--- config.mk ---
export PLATFORM = sky130hd
export DESIGN_NAME = modbus_rtu_master_transaction
export DESIGN_NICKNAME = d
export VERILOG_FILES = /design/src/hw/rtl/mrm_pkg.sv /design/src/hw/rtl/modbus_rtu_master_transaction.sv /design/src/hw/rtl/mrm_ctrl.sv /design/src/hw/rtl/mrm_datapath.sv
export SDC_FILE = /design/constraint.sdc
export NUM_CORES = 2
export LEC_CHECK = 0
export ABC_AREA = 1
export BUFFER_PORTS_ARGS = -buffer_cell sky130_fd_sc_hd__buf_2
export CORE_UTILIZATION = 40
export DETAILED_ROUTE_END_ITERATION = 16
export GPL_ROUTABILITY_DRIVEN = 1
export PLACE_DENSITY_LB_ADDON = 0.08
export SLEW_MARGIN = 40
export SYNTH_ARGS = -nofsm -noshare
export SYNTH_HDL_FRONTEND = slang
export SYNTH_SLANG_ARGS = --single-unit
--- constraint.sdc ---
create_clock -name clk -period 3.3 [get_ports clk]
set_clock_uncertainty 0.1 [all_clocks]
set_input_delay 0.495 -clock clk [delete_from_list [all_inputs] [get_ports clk]]
set_output_delay 0.495 -clock clk [all_outputs]
set_load 0.05 [all_outputs]
--- src/hw/rtl/mrm_pkg.sv ---
// Package of the Modbus RTU master: codes, state type, control structs
// and the CRC-16 byte step. No dependencies.
`timescale 1ns / 1ps
`default_nettype none

package mrm_pkg;

  // Input word kinds.
  localparam logic [2:0] K_SEND = 3'd0;
  localparam logic [2:0] K_RX   = 3'd1;
  localparam logic [2:0] K_END  = 3'd2;
  localparam logic [2:0] K_TICK = 3'd3;
  localparam logic [2:0] K_LOAD = 3'd4;
  localparam logic [2:0] K_READ = 3'd5;

  // Result word kinds.
  localparam logic [1:0] R_TX     = 2'd0;
  localparam logic [1:0] R_STATUS = 2'd1;
  localparam logic [1:0] R_DATA   = 2'd2;

  // Transaction status codes.
  localparam logic [2:0] ST_OK       = 3'd0;
  localparam logic [2:0] ST_NOTFOUND = 3'd1;
  localparam logic [2:0] ST_LENGTH   = 3'd2;
  localparam logic [2:0] ST_MISMATCH = 3'd3;
  localparam logic [2:0] ST_DEVICE   = 3'd4;
  localparam logic [2:0] ST_FUNCTION = 3'd5;
  localparam logic [2:0] ST_CRC      = 3'd6;
  localparam logic [2:0] ST_TIMEOUT  = 3'd7;

  // Modbus function codes with a register rule.
  localparam logic [7:0] FN_READ_COILS = 8'd1;
  localparam logic [7:0] FN_READ_HOLD  = 8'd3;
  localparam logic [7:0] FN_WRITE_COIL = 8'd5;
  localparam logic [7:0] FN_WRITE_REG  = 8'd6;

  // Configuration register byte addresses.
  localparam logic [2:0] A_JOIN    = 3'd0;
  localparam logic [2:0] A_TIMEOUT = 3'd4;

  localparam logic [15:0] CRC_PRESET = 16'hFFFF;
  localparam logic [15:0] CRC_POLY   = 16'hA001;

  typedef enum logic [2:0] {
    S_IDLE,
    S_CRC,
    S_TX,
    S_CHECK,
    S_SEARCH,
    S_OUT
  } state_t;

  // Commands from the controller to the datapath.
  typedef struct packed {
    logic accept;
    logic crc_en;
    logic tx_next;
    logic check;
    logic search;
  } ctrl_cmd_t;

  // Status from the datapath to the controller.
  typedef struct packed {
    logic go_crc;
    logic go_out;
    logic go_check;
    logic crc_last;
    logic tx_last;
    logic store_req;
    logic search_done;
  } dp_stat_t;

  // One byte of the reflected Modbus CRC-16.
  function automatic logic [15:0] crc_step(input logic [15:0] c, input logic [7:0] b);
    logic [15:0] r;
    r = c ^ {8'h00, b};
    for (int i = 0; i < 8; i++) begin
      r = r[0] ? ((r >> 1) ^ CRC_POLY) : (r >> 1);
    end
    return r;
  endfunction

endpackage

`default_nettype wire

--- src/hw/rtl/modbus_rtu_master_transaction.sv ---
// Modbus RTU master for one transaction at a time.
// Input channel in_valid/in_stall carries one word per item (kind plus fields);
// output channel out_valid/out_stall carries result words. Configuration
// registers join_address (0x0) and reply_timeout_ticks (0x4) sit on an APB port.
// Steps per input word, one word in work at a time:
//   send request: accept, CRC over the six request bytes, then
//     8 transmit words, one a cycle while the receiver does not stall;
//   frame end, reply pending, bytes collected: accept, check, a search of up
//     to TABLE_ENTRIES entries (one a cycle) when storing, then 1 status word;
//   table read and timing-out tick: accept, then 1 word;
//   received byte, load, other ticks and other words: accept, no word.
// While a result word waits for the receiver, in_stall stays high; a stalled
// word holds its value. Reset clears the transaction, the collected frame,
// the register table and the joined flag, and loads the timeout with 50.
// Depends on mrm_pkg, mrm_ctrl and mrm_datapath.
`timescale 1ns / 1ps
`default_nettype none

module modbus_rtu_master_transaction #(
  parameter int TABLE_ENTRIES   = 12,
  parameter int MAX_FRAME_BYTES = 1024
) (
  input  wire         clk,
  input  wire         rst,
  input  wire         psel,
  input  wire         penable,
  input  wire         pwrite,
  input  wire  [2:0]  paddr,
  input  wire  [31:0] pwdata,
  output logic [31:0] prdata,
  output logic        pready,
  input  wire         in_valid,
  output logic        in_stall,
  input  wire  [2:0]  kind,
  input  wire  [7:0]  dev_code,
  input  wire  [7:0]  fun_code,
  input  wire  [15:0] reg_address,
  input  wire  [15:0] write_value,
  input  wire  [7:0]  rx_byte,
  input  wire  [3:0]  entry_index,
  output logic        out_valid,
  input  wire         out_stall,
  output logic [1:0]  result_kind,
  output logic [7:0]  tx_byte,
  output logic        last_of_run,
  output logic [2:0]  status,
  output logic [15:0] entry_value,
  output logic        device_joined
);

  logic [15:0]        join_address;
  logic [15:0]        reply_timeout_ticks;
  logic               cfg_wr;
  mrm_pkg::ctrl_cmd_t cmd;
  mrm_pkg::dp_stat_t  stat;

  // Configuration registers, decoded on the word address bit.
  assign pready = 1'b1;
  assign cfg_wr = psel && penable && pwrite && pready;

  always_ff @(posedge clk) begin
    if (rst) begin
      join_address        <= 16'd0;
      reply_timeout_ticks <= 16'd50;
    end else if (cfg_wr) begin
      if (paddr[2]) reply_timeout_ticks <= pwdata[15:0];
      else          join_address        <= pwdata[15:0];
    end
  end

  assign prdata = paddr[2] ? {16'h0000, reply_timeout_ticks} : {16'h0000, join_address};

  mrm_ctrl u_ctrl (
    .clk       (clk),
    .rst       (rst),
    .in_valid  (in_valid),
    .in_stall  (in_stall),
    .out_valid (out_valid),
    .out_stall (out_stall),
    .cmd       (cmd),
    .stat      (stat)
  );

  mrm_datapath #(
    .TABLE_ENTRIES   (TABLE_ENTRIES),
    .MAX_FRAME_BYTES (MAX_FRAME_BYTES)
  ) u_dp (
    .clk                 (clk),
    .rst                 (rst),
    .cmd                 (cmd),
    .stat                (stat),
    .join_address        (join_address),
    .reply_timeout_ticks (reply_timeout_ticks),
    .kind                (kind),
    .dev_code            (dev_code),
    .fun_code            (fun_code),
    .reg_address         (reg_address),
    .write_value         (write_value),
    .rx_byte             (rx_byte),
    .entry_index         (entry_index),
    .result_kind         (result_kind),
    .tx_byte             (tx_byte),
    .last_of_run         (last_of_run),
    .status              (status),
    .entry_value         (entry_value),
    .device_joined       (device_joined)
  );

endmodule

`default_nettype wire

--- src/hw/rtl/mrm_ctrl.sv ---
// Controller state machine of the Modbus RTU master.
// Depends on mrm_pkg; drives the handshakes and commands the datapath.
`timescale 1ns / 1ps
`default_nettype none

module mrm_ctrl (
  input  wire                clk,
  input  wire                rst,
  input  wire                in_valid,
  output logic               in_stall,
  output logic               out_valid,
  input  wire                out_stall,
  output mrm_pkg::ctrl_cmd_t cmd,
  input  mrm_pkg::dp_stat_t  stat
);

  mrm_pkg::state_t state;
  mrm_pkg::state_t state_next;
  logic            out_take;

  // State register.
  always_ff @(posedge clk) begin
    if (rst) begin
      state <= mrm_pkg::S_IDLE;
    end else begin
      state <= state_next;
    end
  end

  // Next state and commands. The input is held off during reset.
  always_comb begin
    state_next  = state;
    in_stall    = rst || (state != mrm_pkg::S_IDLE);
    out_valid   = (state == mrm_pkg::S_TX) || (state == mrm_pkg::S_OUT);
    out_take    = out_valid && !out_stall;
    cmd.accept  = in_valid && !in_stall;
    cmd.crc_en  = (state == mrm_pkg::S_CRC);
    cmd.tx_next = (state == mrm_pkg::S_TX) && out_take;
    cmd.check   = (state == mrm_pkg::S_CHECK);
    cmd.search  = (state == mrm_pkg::S_SEARCH);
    unique case (state)
      mrm_pkg::S_IDLE: begin
        if (cmd.accept) begin
          if (stat.go_crc) state_next = mrm_pkg::S_CRC;
          else if (stat.go_out) state_next = mrm_pkg::S_OUT;
          else if (stat.go_check) state_next = mrm_pkg::S_CHECK;
        end
      end
      mrm_pkg::S_CRC: begin
        if (stat.crc_last) state_next = mrm_pkg::S_TX;
      end
      mrm_pkg::S_TX: begin
        if (out_take && stat.tx_last) state_next = mrm_pkg::S_IDLE;
      end
      mrm_pkg::S_CHECK: begin
        state_next = stat.store_req ? mrm_pkg::S_SEARCH : mrm_pkg::S_OUT;
      end
      mrm_pkg::S_SEARCH: begin
        if (stat.search_done) state_next = mrm_pkg::S_OUT;
      end
      mrm_pkg::S_OUT: begin
        if (out_take) state_next = mrm_pkg::S_IDLE;
      end
      default: state_next = mrm_pkg::S_IDLE;
    endcase
  end

endmodule

`default_nettype wire

--- src/hw/rtl/mrm_datapath.sv ---
// Datapath of the Modbus RTU master: transaction state, frame capture,
// CRC, reply checks, shadow register table and result registers. Uses mrm_pkg.
`timescale 1ns / 1ps
`default_nettype none

module mrm_datapath #(
  parameter int TABLE_ENTRIES   = 12,
  parameter int MAX_FRAME_BYTES = 1024
) (
  input  wire                clk,
  input  wire                rst,
  input  mrm_pkg::ctrl_cmd_t cmd,
  output mrm_pkg::dp_stat_t  stat,
  input  wire  [15:0]        join_address,
  input  wire  [15:0]        reply_timeout_ticks,
  input  wire  [2:0]         kind,
  input  wire  [7:0]         dev_code,
  input  wire  [7:0]         fun_code,
  input  wire  [15:0]        reg_address,
  input  wire  [15:0]        write_value,
  input  wire  [7:0]         rx_byte,
  input  wire  [3:0]         entry_index,
  output logic [1:0]         result_kind,
  output logic [7:0]         tx_byte,
  output logic               last_of_run,
  output logic [2:0]         status,
  output logic [15:0]        entry_value,
  output logic               device_joined
);

  localparam int IDX_W = (TABLE_ENTRIES > 1) ? $clog2(TABLE_ENTRIES) : 1;
  localparam int EXT_W = (IDX_W > 4) ? IDX_W : 4;
  localparam int BC_W  = $clog2(MAX_FRAME_BYTES + 1);

  // Transaction state.
  logic [7:0]       exp_dev;
  logic [7:0]       exp_fun;
  logic [15:0]      exp_addr;
  logic [15:0]      exp_wval;
  logic             awaiting;
  logic [15:0]      tick_count;
  logic [BC_W-1:0]  byte_count;
  logic [7:0]       head [6];
  logic [7:0]       tail [2];
  logic [15:0]      crc_run;
  logic [15:0]      crc_d0;
  logic [15:0]      crc_d1;
  logic [15:0]      tab_addr [TABLE_ENTRIES];
  logic [15:0]      tab_data [TABLE_ENTRIES];
  logic             joined;

  // Request build and search counters.
  logic [15:0]      crc_acc;
  logic [2:0]       crc_cnt;
  logic [2:0]       tx_cnt;
  logic [IDX_W-1:0] srch;
  logic [15:0]      store_data;

  // Result registers.
  logic [1:0]       o_kind;
  logic [2:0]       o_status;
  logic [15:0]      o_value;

  logic [EXT_W-1:0] idx_e;
  logic             idx_ok;
  logic [15:0]      tick_inc;
  logic             expire;
  logic             clear_frame;
  logic [7:0]       crc_src;
  logic [7:0]       tx_src;
  logic [2:0]       chk_code;
  logic             chk_store;
  logic             chk_join;
  logic [15:0]      chk_data;
  logic             hit;
  logic             srch_last;
  logic             rx_take;

  assign idx_e     = EXT_W'(entry_index);
  assign idx_ok    = ({28'd0, entry_index} < 32'(TABLE_ENTRIES));
  assign tick_inc  = tick_count + 16'd1;
  assign expire    = (tick_inc >= reply_timeout_ticks);
  assign hit       = (tab_addr[srch] == exp_addr);
  assign srch_last = (srch == IDX_W'(TABLE_ENTRIES - 1));
  assign rx_take   = cmd.accept && (kind == mrm_pkg::K_RX) && awaiting &&
                     (byte_count < BC_W'(MAX_FRAME_BYTES));

  // Frame capture is dropped on a new request, a finished reply, a timeout
  // and a frame end seen while no reply is pending.
  assign clear_frame = (cmd.accept && (kind == mrm_pkg::K_SEND)) ||
                       (cmd.accept && (kind == mrm_pkg::K_END) && !awaiting) ||
                       (cmd.accept && (kind == mrm_pkg::K_TICK) && awaiting && expire) ||
                       cmd.check;

  // Status toward the controller.
  always_comb begin
    stat.go_crc      = (kind == mrm_pkg::K_SEND);
    stat.go_out      = (kind == mrm_pkg::K_READ) ||
                       ((kind == mrm_pkg::K_TICK) && awaiting && expire);
    stat.go_check    = (kind == mrm_pkg::K_END) && awaiting && (byte_count != '0);
    stat.crc_last    = (crc_cnt == 3'd5);
    stat.tx_last     = (tx_cnt == 3'd7);
    stat.store_req   = chk_store;
    stat.search_done = hit || srch_last;
  end

  // Request bytes, once for the CRC pass and once for transmission.
  function automatic logic [7:0] req_byte(input logic [2:0] sel, input logic [7:0] d,
                                          input logic [7:0] f, input logic [15:0] a,
                                          input logic [15:0] w, input logic [15:0] c);
    logic [7:0] r;
    case (sel)
      3'd0:    r = d;
      3'd1:    r = f;
      3'd2:    r = a[15:8];
      3'd3:    r = a[7:0];
      3'd4:    r = w[15:8];
      3'd5:    r = w[7:0];
      3'd6:    r = c[7:0];
      default: r = c[15:8];
    endcase
    return r;
  endfunction

  assign crc_src = req_byte(crc_cnt, exp_dev, exp_fun, exp_addr, exp_wval, crc_acc);
  assign tx_src  = req_byte(tx_cnt, exp_dev, exp_fun, exp_addr, exp_wval, crc_acc);

  // Reply checks in priority order, then the register rule of the function.
  always_comb begin
    chk_code  = mrm_pkg::ST_OK;
    chk_store = 1'b0;
    chk_join  = 1'b0;
    chk_data  = 16'h0000;
    if (byte_count < BC_W'(4)) begin
      chk_code = mrm_pkg::ST_LENGTH;
    end else if (head[0] != exp_dev) begin
      chk_code = mrm_pkg::ST_DEVICE;
    end else if (head[1] != exp_fun) begin
      chk_code = mrm_pkg::ST_FUNCTION;
    end else if (crc_d1 != {tail[1], tail[0]}) begin
      chk_code = mrm_pkg::ST_CRC;
    end else begin
      case (exp_fun)
        mrm_pkg::FN_READ_COILS: begin
          if (byte_count < BC_W'(6)) chk_code = mrm_pkg::ST_LENGTH;
          else if (head[2] != 8'd1) chk_code = mrm_pkg::ST_MISMATCH;
          else begin
            chk_store = 1'b1;
            chk_data  = {8'h00, head[3]};
          end
        end
        mrm_pkg::FN_READ_HOLD: begin
          if (byte_count < BC_W'(7)) chk_code = mrm_pkg::ST_LENGTH;
          else if (head[2] != 8'd2) chk_code = mrm_pkg::ST_MISMATCH;
          else begin
            chk_store = 1'b1;
            chk_data  = {head[3], head[4]};
          end
        end
        mrm_pkg::FN_WRITE_COIL, mrm_pkg::FN_WRITE_REG: begin
          if (byte_count < BC_W'(8)) chk_code = mrm_pkg::ST_LENGTH;
          else if ({head[2], head[3]} != exp_addr) chk_code = mrm_pkg::ST_MISMATCH;
          else begin
            chk_store = 1'b1;
            chk_join  = (exp_fun == mrm_pkg::FN_WRITE_COIL) && (exp_addr == join_address);
            chk_data  = {head[4], head[5]};
          end
        end
        default: chk_code = mrm_pkg::ST_NOTFOUND;
      endcase
    end
  end

  // State updates.
  always_ff @(posedge clk) begin
    if (rst) begin
      exp_dev    <= '0;
      exp_fun    <= '0;
      exp_addr   <= '0;
      exp_wval   <= '0;
      awaiting   <= 1'b0;
      tick_count <= '0;
      byte_count <= '0;
      head       <= '{default: '0};
      tail       <= '{default: '0};
      crc_run    <= mrm_pkg::CRC_PRESET;
      crc_d0     <= mrm_pkg::CRC_PRESET;
      crc_d1     <= mrm_pkg::CRC_PRESET;
      tab_addr   <= '{default: '0};
      tab_data   <= '{default: '0};
      joined     <= 1'b0;
      crc_acc    <= mrm_pkg::CRC_PRESET;
      crc_cnt    <= '0;
      tx_cnt     <= '0;
      srch       <= '0;
      store_data <= '0;
      o_kind     <= mrm_pkg::R_TX;
      o_status   <= mrm_pkg::ST_OK;
      o_value    <= '0;
    end else begin
      // Collected frame.
      if (clear_frame) begin
        byte_count <= '0;
        head       <= '{default: '0};
        tail       <= '{default: '0};
        crc_run    <= mrm_pkg::CRC_PRESET;
        crc_d0     <= mrm_pkg::CRC_PRESET;
        crc_d1     <= mrm_pkg::CRC_PRESET;
      end else if (rx_take) begin
        if (byte_count < BC_W'(6)) head[byte_count[2:0]] <= rx_byte;
        tail[0]    <= tail[1];
        tail[1]    <= rx_byte;
        crc_d1     <= crc_d0;
        crc_d0     <= crc_run;
        crc_run    <= mrm_pkg::crc_step(crc_run, rx_byte);
        byte_count <= byte_count + BC_W'(1);
      end

      // Accepted input words.
      if (cmd.accept) begin
        case (kind)
          mrm_pkg::K_SEND: begin
            exp_dev    <= dev_code;
            exp_fun    <= fun_code;
            exp_addr   <= reg_address;
            exp_wval   <= write_value;
            awaiting   <= 1'b1;
            tick_count <= '0;
            crc_acc    <= mrm_pkg::CRC_PRESET;
            crc_cnt    <= '0;
            tx_cnt     <= '0;
            o_kind     <= mrm_pkg::R_TX;
            o_status   <= mrm_pkg::ST_OK;
            o_value    <= '0;
          end
          mrm_pkg::K_TICK: begin
            if (awaiting) begin
              if (expire) begin
                awaiting   <= 1'b0;
                tick_count <= '0;
                o_kind     <= mrm_pkg::R_STATUS;
                o_status   <= mrm_pkg::ST_TIMEOUT;
                o_value    <= '0;
              end else begin
                tick_count <= tick_inc;
              end
            end
          end
          mrm_pkg::K_LOAD: begin
            if (idx_ok) tab_addr[idx_e[IDX_W-1:0]] <= reg_address;
          end
          mrm_pkg::K_READ: begin
            o_kind   <= mrm_pkg::R_DATA;
            o_status <= mrm_pkg::ST_OK;
            o_value  <= idx_ok ? tab_data[idx_e[IDX_W-1:0]] : 16'h0000;
          end
          default: ;
        endcase
      end

      // Request CRC, one byte a cycle.
      if (cmd.crc_en) begin
        crc_acc <= mrm_pkg::crc_step(crc_acc, crc_src);
        crc_cnt <= crc_cnt + 3'd1;
      end

      if (cmd.tx_next) tx_cnt <= tx_cnt + 3'd1;

      // Reply check closes the transaction.
      if (cmd.check) begin
        awaiting   <= 1'b0;
        tick_count <= '0;
        srch       <= '0;
        store_data <= chk_data;
        o_kind     <= mrm_pkg::R_STATUS;
        o_status   <= chk_code;
        o_value    <= '0;
        if (chk_join) joined <= 1'b1;
      end

      // Table search, one entry a cycle, first match wins.
      if (cmd.search) begin
        if (hit) begin
          tab_data[srch] <= store_data;
          o_status       <= mrm_pkg::ST_OK;
        end else if (srch_last) begin
          o_status <= mrm_pkg::ST_NOTFOUND;
        end else begin
          srch <= srch + IDX_W'(1);
        end
      end
    end
  end

  // Result word.
  assign result_kind   = o_kind;
  assign tx_byte       = (o_kind == mrm_pkg::R_TX) ? tx_src : 8'h00;
  assign last_of_run   = (o_kind == mrm_pkg::R_TX) && (tx_cnt == 3'd7);
  assign status        = o_status;
  assign entry_value   = o_value;
  assign device_joined = joined;

endmodule

`default_nettype wire

======== Word level (Yosys, flattened, before mapping) ========
Index checks and enable logic that the tools add are counted.
cells by class
  $lt $le $gt $ge ......................... 13
  $mul .................................... 0
  shift-type cells ........................ 0
  add/sub/neg operators ................... 5
  equal/unequal tests ..................... 46
  reduce and logical (&&, ||, !) cells .... 67
  div/mod/pow operators ................... 0
  bitwise logic cells ..................... 22
  muxes and demuxes ....................... 119
operator list
  operator                                                      count
  2-to-1 mux 16 bit                                             40
  bitwise mux 192 bit                                           2
  binary-select mux 16 bit (select 4 bit)                       2
  demux 16 bit (select 4 bit)                                   2
  one-hot mux 8 bit (7 select lines)                            2
  one-hot mux 16 bit (3 select lines)                           2
  2-to-1 mux 3 bit                                              26
  bitwise mux 48 bit                                            1
  NOT 2 -> 3 bit                                                16
  equality test 3 bit (second input constant)                   11
  less-than comparator 11 x 3 -> 1 bit (second input constant)  3
  equality test 16 bit                                          2
  inequality test 16 bit                                        2
  one-hot mux 16 bit (2 select lines)                           1
  XOR 16 x 8 -> 16 bit                                          2
  demux 8 bit (select 3 bit)                                    1
  equality test 3 x 2 -> 1 bit (second input constant)          8
  logical AND 1 bit                                             24
  2-to-1 mux 8 bit                                              3
  2-to-1 mux 1 bit                                              22
  one-hot mux 3 bit (6 select lines)                            1
  AND reduction 2 bit                                           9
  adder 16 x 1 -> 16 bit (second input constant)                1
  equality test 8 x 3 -> 1 bit (second input constant)          2
  other kinds (44)                                              87
word-level totals
  bits in writable memories ............... 0
  memory bits (read-only) ................. 0
  memories kept ........................... 0
  bits in latches ......................... 0
  word-level logic and storage cells ...... 327
  register bits ........................... 671

======== Logic depth before layout (Yosys ltp) ========
  depth after elaboration ................. 20
  mapped depth ............................ 25
  gate-level depth less buffers ........... 23

======== Cells and area by module ========
Synthesis repeated with hierarchy kept, for this count alone.
unflattened totals
  cell total of the unflattened synthesis .. 4442
  area total of the unflattened synthesis .. 30992.2 um^2
modules (own cells, without submodules)
  module                         times used  area an instance (um^2)  cells each  sequential area each (um^2)
  mrm_datapath                   1           29035.3                  4124        12532.0
  modbus_rtu_master_transaction  1           1629.1                   263         640.6
  mrm_ctrl                       1           327.8                    55          60.1

======== Worst setup path before layout ========
Ideal clock, no wire load.
  path type ............................... register -> register
  start ................................... register u_dp.tick_count[0]
  end ..................................... register u_dp.o_value[10] (netlist: u_dp.entry_value[10])
  slack ................................... -119 ps
  path buffers ............................ 1
  period minus slack after synthesis ...... 3419 ps
  arrival time ............................ 3249 ps
  library setup time ...................... 71 ps
  required time ........................... 3129 ps
  cell stages (with the launch flop) ...... 20
  cell sequence ........................... dfxtp_1 nand3_1 nor3_1 nand2_1 nor2_1 nand3_1 nor3_1 xor2_1 ha_1 nand2_1 inv_1 nand3_1 nor3_1 nand3_1 nand3_1 nor2_1 nor3_1 clkbuf_1 o31ai_1 a21oi_1
between the ends
  longest elaborated chain between the ends .. 4
ends and longest elaborated chain
  item                                      RTL line             RTL
  from (decl)                               mrm_datapath.sv:41   logic [15:0] tick_count;
  from (signal assigned)                    mrm_datapath.sv:245  tick_count <= tick_inc;
  adder 16 x 1 -> 16 bit                    mrm_datapath.sv:81   assign tick_inc = tick_count + 16'd1;
  >= comparator 16 bit                      mrm_datapath.sv:82   assign expire = (tick_inc >= reply_timeout_ticks);
  inequality test 2 x 1 -> 1 bit (no line)  --
  AND reduction 4 bit (no line)             --
  to (signal assigned)                      mrm_datapath.sv:255  o_value <= idx_ok ? tab_data[idx_e[IDX_W-1:0]] : 16'h0000;
  to (decl)                                 mrm_datapath.sv:62   logic [15:0] o_value;
No other way between the ends.
A chain may end at the register's enable or synchronous reset.

======== Worst setup path after layout ========
  start ................................... register u_dp.tick_count[1]
  end ..................................... register u_dp.byte_count[3]
between the ends
  longest elaborated chain between the ends .. 6
ends and longest elaborated chain
  item                          RTL line             RTL
  adder 16 x 1 -> 16 bit        mrm_datapath.sv:81
  >= comparator 16 bit          mrm_datapath.sv:82
  logical AND 1 bit             mrm_datapath.sv:92   (cmd.accept && (kind == mrm_pkg::K_TICK) && awaiting && expire) ||
  logical OR 1 bit              mrm_datapath.sv:91   (cmd.accept && (kind == mrm_pkg::K_END) && !awaiting) ||
  logical OR 1 bit              mrm_datapath.sv:92
  OR reduction 2 bit (no line)  --
  to (signal assigned)          mrm_datapath.sv:216  byte_count <= byte_count + BC_W'(1);
  to (decl)                     mrm_datapath.sv:42   logic [BC_W-1:0] byte_count;
No other way between the ends.

==> results.txt <==
- Setup repair after global routing could not meet its margin everywhere.
- The final critical path takes up 98.67% of the cycle.
- The H-tree was split into 3 levels.
- IR analysis of the VDD net gives a maximum drop of 0.0003029 V.
* Die width: 279.1 µm
- The total count of hold-check failures in the final report was 0.
- Clk Latency, worst-skew pair: 0.63 ns
- The clock net in this run drives a total of 661 sinks.
* Number of vias after detailed routing: 27970
- Worst rel slew slack: 42.97%
- Layout area overhead: 18.01%
- Dividing the detail-routed via count by the number of cells gives 5.123.
- Cell with the biggest individual delay on the critical path: sky130_fd_sc_hd__dfxtp_4
- After synthesis the netlist holds a flip-flop and latch count of 661.
* Logic depth of the worst register-to-register path: 22
* Combined area of all synthesized cells: 30700 µm²
* Most common cell in the synthesized netlist: sky130_fd_sc_hd__dfxtp_1
- Area share of the largest cell type after synthesis: 43.10%
- Max-slew violations: 0
* I/O pin count: 171
* Instance count of the mapped netlist: 4258
* Quantity of I/O buffers inserted on ports: 135
* Standard cell core area: 75950 µm²
- The worst setup path is of the register to register kind.
- For this run, the total global-route usage over all layers was measured as 25.45%.
- The startpoint identified for the worst register-to-register timing path is u_dp.tick_count[1]$_SDFFE_PP0P_.
- Sequential-to-total area share from yosys stat: 43.10%
- For this run, design rule violations remaining after detail routing come to 0.
- Ratio of cells with drive above 1 in the final layout: 12.54%
- On the final layout, the worst hold slack is 0.03674 ns.
- Cell Chain, Critical Path: ha_4 > nand3_2 > nor2_2 > nand4_1 > nor2_2 > nand3_2 > nor2_4 > xor2_2 > ha_1 > nand2_2 > inv_1 > nand3_4 > nor3_2 > nand3_1 > nand3_2 > nand3_1 > inv_2 > nand2_2 > nand3_4 > inv_8 > buf_16 > and3_1
* Post-synthesis async set-or-reset flop share: 0%
- CP endpoint kind: register
* Number of buffers created by CTS: 76
- CTS clk-pin slew, worst paths: 0.06 ns
- Most area-hungry cell type in the Yosys netlist: sky130_fd_sc_hd__dfxtp_1
- TritonCTS clock tree: built
* Final net count: 4507
- The initial antenna violation count is 3.
- Critical path's most frequent cell: sky130_fd_sc_hd__nand3_2
- The run finished with clean final reports.
- Die area: 77870 µm²
- Highest attainable clock frequency: 307.1 MHz
* Via count of the first global-routing pass: 25650
- The endpoint identified for the worst register-to-register timing path is u_dp.byte_count[3]$_SDFFE_PP0P_.
- Max Fanout on Critical Path: 19
* Crit-path max cell delay: 0.38 ns
* Routability-driven placement congestion ratio: 0.9411
* PD cells: 597.3 nW/µm²
- Subtracting the final worst setup slack from the clock period gives 3.256 ns.
- Height of the die: 279.1 µm
- The first TritonRoute pass finished after 8 iterations.
* Static leakage power: 14.27 nW
* Area contributors post-synth: sky130_fd_sc_hd__dfxtp_1 (43%), sky130_fd_sc_hd__o21ai_0 (8.1%), sky130_fd_sc_hd__a21oi_1 (7.8%), sky130_fd_sc_hd__nor2_1 (7.8%), sky130_fd_sc_hd__nand2_1 (6.2%)
* Worst path arrival time: 3.66 ns
- First-pass GRT wire length: 154200 µm
* Multi-input logic area: 14890 µm²
* Reg2reg setup slack: 0.04 ns
* Worst EP required: 3.71 ns
- Total global routing overflow: 0
* Count of non-filler cells in the finished layout: 5459
- Number of distinct library cell variants in the gate-level netlist after synthesis: 50
* Avg Synthesized Cell Area: 7.211 µm²
- Number of synthesized flops with an enable pin: 0
- Cell count after placement: 5276
- CP Launch Point: u_dp.tick_count[1]$_SDFFE_PP0P_
- In this run the deepest clock path goes through 3 buffers.
- In the synthesized netlist the dominant register cell turns out to be sky130_fd_sc_hd__dfxtp_1.
- Fillcell total: 7786
- Dividing the detail-routed wire length by the instance count gives 18.72 µm.
* Effective utilization at floorplan: 40.43%
- Iter 0 DRT Violations: 2080
- Total negative slack: 0 ns
* Area occupied by registers: 13250 µm²
- Ranked by instance count, the synthesized netlist is headed by sky130_fd_sc_hd__dfxtp_1 (661), sky130_fd_sc_hd__nor2_1 (634), sky130_fd_sc_hd__nand2_1 (511).
* Setup crit start kind: register
- End of the critical path: u_dp.byte_count[3]$_SDFFE_PP0P_
- After detailed routing, the total wire length is 102200 µm.
* Least-Margin Pin Slew: 0.8543 ns
- Count of standard-cell rows: 101
- Across the run, the number of max-cap violations was 0.
* Yosys warnings: 0
* Finish-stage setup viols: 0
- Clock tree synthesis selected as its root buffer the cell sky130_fd_sc_hd__clkbuf_16.
- Once detail routing completed, the nets flagged for antenna violations numbered 0.
- DP Wirelength: 67380 µm
- The min-delay analysis places its worst path in the category input port to register.
- Entering global routing, the biggest net connects 155 pins.
## through the flow
stage          util, %  instance area, µm²  setup WS [ns]  power [mW]
4_1_cts          47.10               35770       -0.03750       21.64
3_5_place_dp     43.15               32770        -0.2580       12.97
2_1_floorplan        -               30780       -0.01183       11.61
5_1_grt          47.70               36230        -0.1489       22.65
3_3_place_gp     43.12               32750        -0.2745       12.96
6_report         47.71               36230        0.04374       21.64
## logic make-up (layout without fill, tap and decap cells)
logic type	after synthesis	after routing	share of synthesized area (%)
mux	9	9	0.2934
buf+inv	745	895	10.00
other cells	2	19	0.02446
simple gates	1354	1358	18.00
xor+xnor	97	97	2.767
flops	661	661	43.10
compound gates	1356	1356	24.44
fa+ha+maj	34	34	1.385
## layout make-up
class	count	area share [%]
Multi-Input combinational cell	2871	41.08
Sequential cell	661	36.57
Timing Repair Buffer	323	7.203
Clock buffer	114	6.229
Inverter	435	4.648
Tap cell	1030	3.557
Clock inverter	23	0.7010
Antenna cell	2	0.01381
## layout by cell type (no fill, tap or decap), types with 9 or more instances in the layout
master,synthesis,routed
sky130_fd_sc_hd__dfxtp_1,661,656
sky130_fd_sc_hd__nor2_1,634,618
sky130_fd_sc_hd__o21ai_0,497,495
sky130_fd_sc_hd__nand2_1,511,491
sky130_fd_sc_hd__a21oi_1,479,465
sky130_fd_sc_hd__inv_1,410,404
sky130_fd_sc_hd__buf_4,20,134
sky130_fd_sc_hd__buf_2,40,131
sky130_fd_sc_hd__o21ai_1,116,118
sky130_fd_sc_hd__nand3_1,126,117
sky130_fd_sc_hd__a22oi_1,94,94
sky130_fd_sc_hd__clkbuf_16,0,80
sky130_fd_sc_hd__xor2_1,64,63
sky130_fd_sc_hd__o211ai_1,48,48
sky130_fd_sc_hd__xnor2_1,33,33
sky130_fd_sc_hd__o22ai_1,31,31
sky130_fd_sc_hd__ha_1,34,30
sky130_fd_sc_hd__buf_12,1,22
sky130_fd_sc_hd__nand4_1,21,21
sky130_fd_sc_hd__nor3_1,25,21
sky130_fd_sc_hd__dlygate4sd3_1,0,21
sky130_fd_sc_hd__a221oi_1,20,19
sky130_fd_sc_hd__a21oi_2,5,19
sky130_fd_sc_hd__clkbuf_1,211,19
sky130_fd_sc_hd__conb_1,2,17
sky130_fd_sc_hd__clkbuf_8,0,17
sky130_fd_sc_hd__clkinv_2,8,16
sky130_fd_sc_hd__nand2_2,0,15
sky130_fd_sc_hd__nand3_4,8,13
sky130_fd_sc_hd__nor2_2,1,12
sky130_fd_sc_hd__a211oi_1,14,12
sky130_fd_sc_hd__nor4_1,12,11
sky130_fd_sc_hd__a31oi_1,11,11
sky130_fd_sc_hd__clkinv_1,11,11
sky130_fd_sc_hd__o31ai_1,11,11
sky130_fd_sc_hd__nand3_2,2,10
sky130_fd_sc_hd__inv_2,5,9
sky130_fd_sc_hd__mux2i_1,9,9
## registers in the layout, summed over array words and instances, names as in the netlist, 11 cells and up
register             flops
join_address            16
reply_timeout_ticks     16
u_dp.byte_count         11
u_dp.crc_acc            16
u_dp.crc_d0             11
u_dp.crc_d1             16
u_dp.crc_run            11
u_dp.entry_value        16
u_dp.exp_addr           16
u_dp.exp_wval           16
u_dp.head               48
u_dp.store_data         16
u_dp.tab_addr          192
u_dp.tab_data          192
u_dp.tail               16
u_dp.tick_count         16
## routing by layer
metal	GRT usage [%]	share of wire [%]	up-vias	wire [µm]
met4	10.43	3.8	2	3890
met3	3.573	5.0	190	5086
met1	34.72	46	12790	47270
met2	40.27	45	645	45950
li1	-	-	14340	-
met5	0	0.013	-	13
## power by group
| group | switching [mW] | internal, mW | total (mW) |
|---|---|---|---|
| clock | 3.53 | 5.05 | 8.58 |
| combinational | 3.14 | 1.54 | 4.68 |
| sequential | 0.192 | 8.19 | 8.38 |
| total | 6.86 | 14.8 | 21.6 |
## how the worst min path moves through the flow
stage / startpoint / to / slack, ns / depth (start not counted)
after floorplan: u_dp.tab_addr[11]$_SDFFE_PP0P_ / u_dp.tab_addr[11]$_SDFFE_PP0P_ / 0.32 / 2
after global placement: u_dp.tab_addr[4]$_SDFFE_PP0P_ / u_dp.tab_addr[4]$_SDFFE_PP0P_ / 0.33 / 2
after detailed placement: u_dp.tab_addr[65]$_SDFFE_PP0P_ / u_dp.tab_addr[65]$_SDFFE_PP0P_ / 0.33 / 2
after CTS: pwdata[8] / join_address[8]$_SDFFE_PP0P_ / 0.007 / 3
after global routing: pwdata[9] / join_address[9]$_SDFFE_PP0P_ / 0.04 / 3
final: pwdata[8] / join_address[8]$_SDFFE_PP0P_ / 0.04 / 3
## repair_timing
item	4_1_cts	5_1_grt
buffers inserted	5	8
pin swaps	19	23
gates cloned	4	6
endpoints found under the setup margin	159	304
endpoints found under the hold margin	21	0
hold buffers	21	0
resized for setup	38	85
## critical path: cells and delay by family (launching register included)
family                   cells  cell delay [ns]
XOR/XNOR                     1             0.10
adder cells (fa/ha/maj)      2             0.45
buffers and inverters        4             0.42
flip-flops                   1             0.38
AND/OR/NAND/NOR             15             1.68
Note: power is estimated with default switching activity, not from simulation.
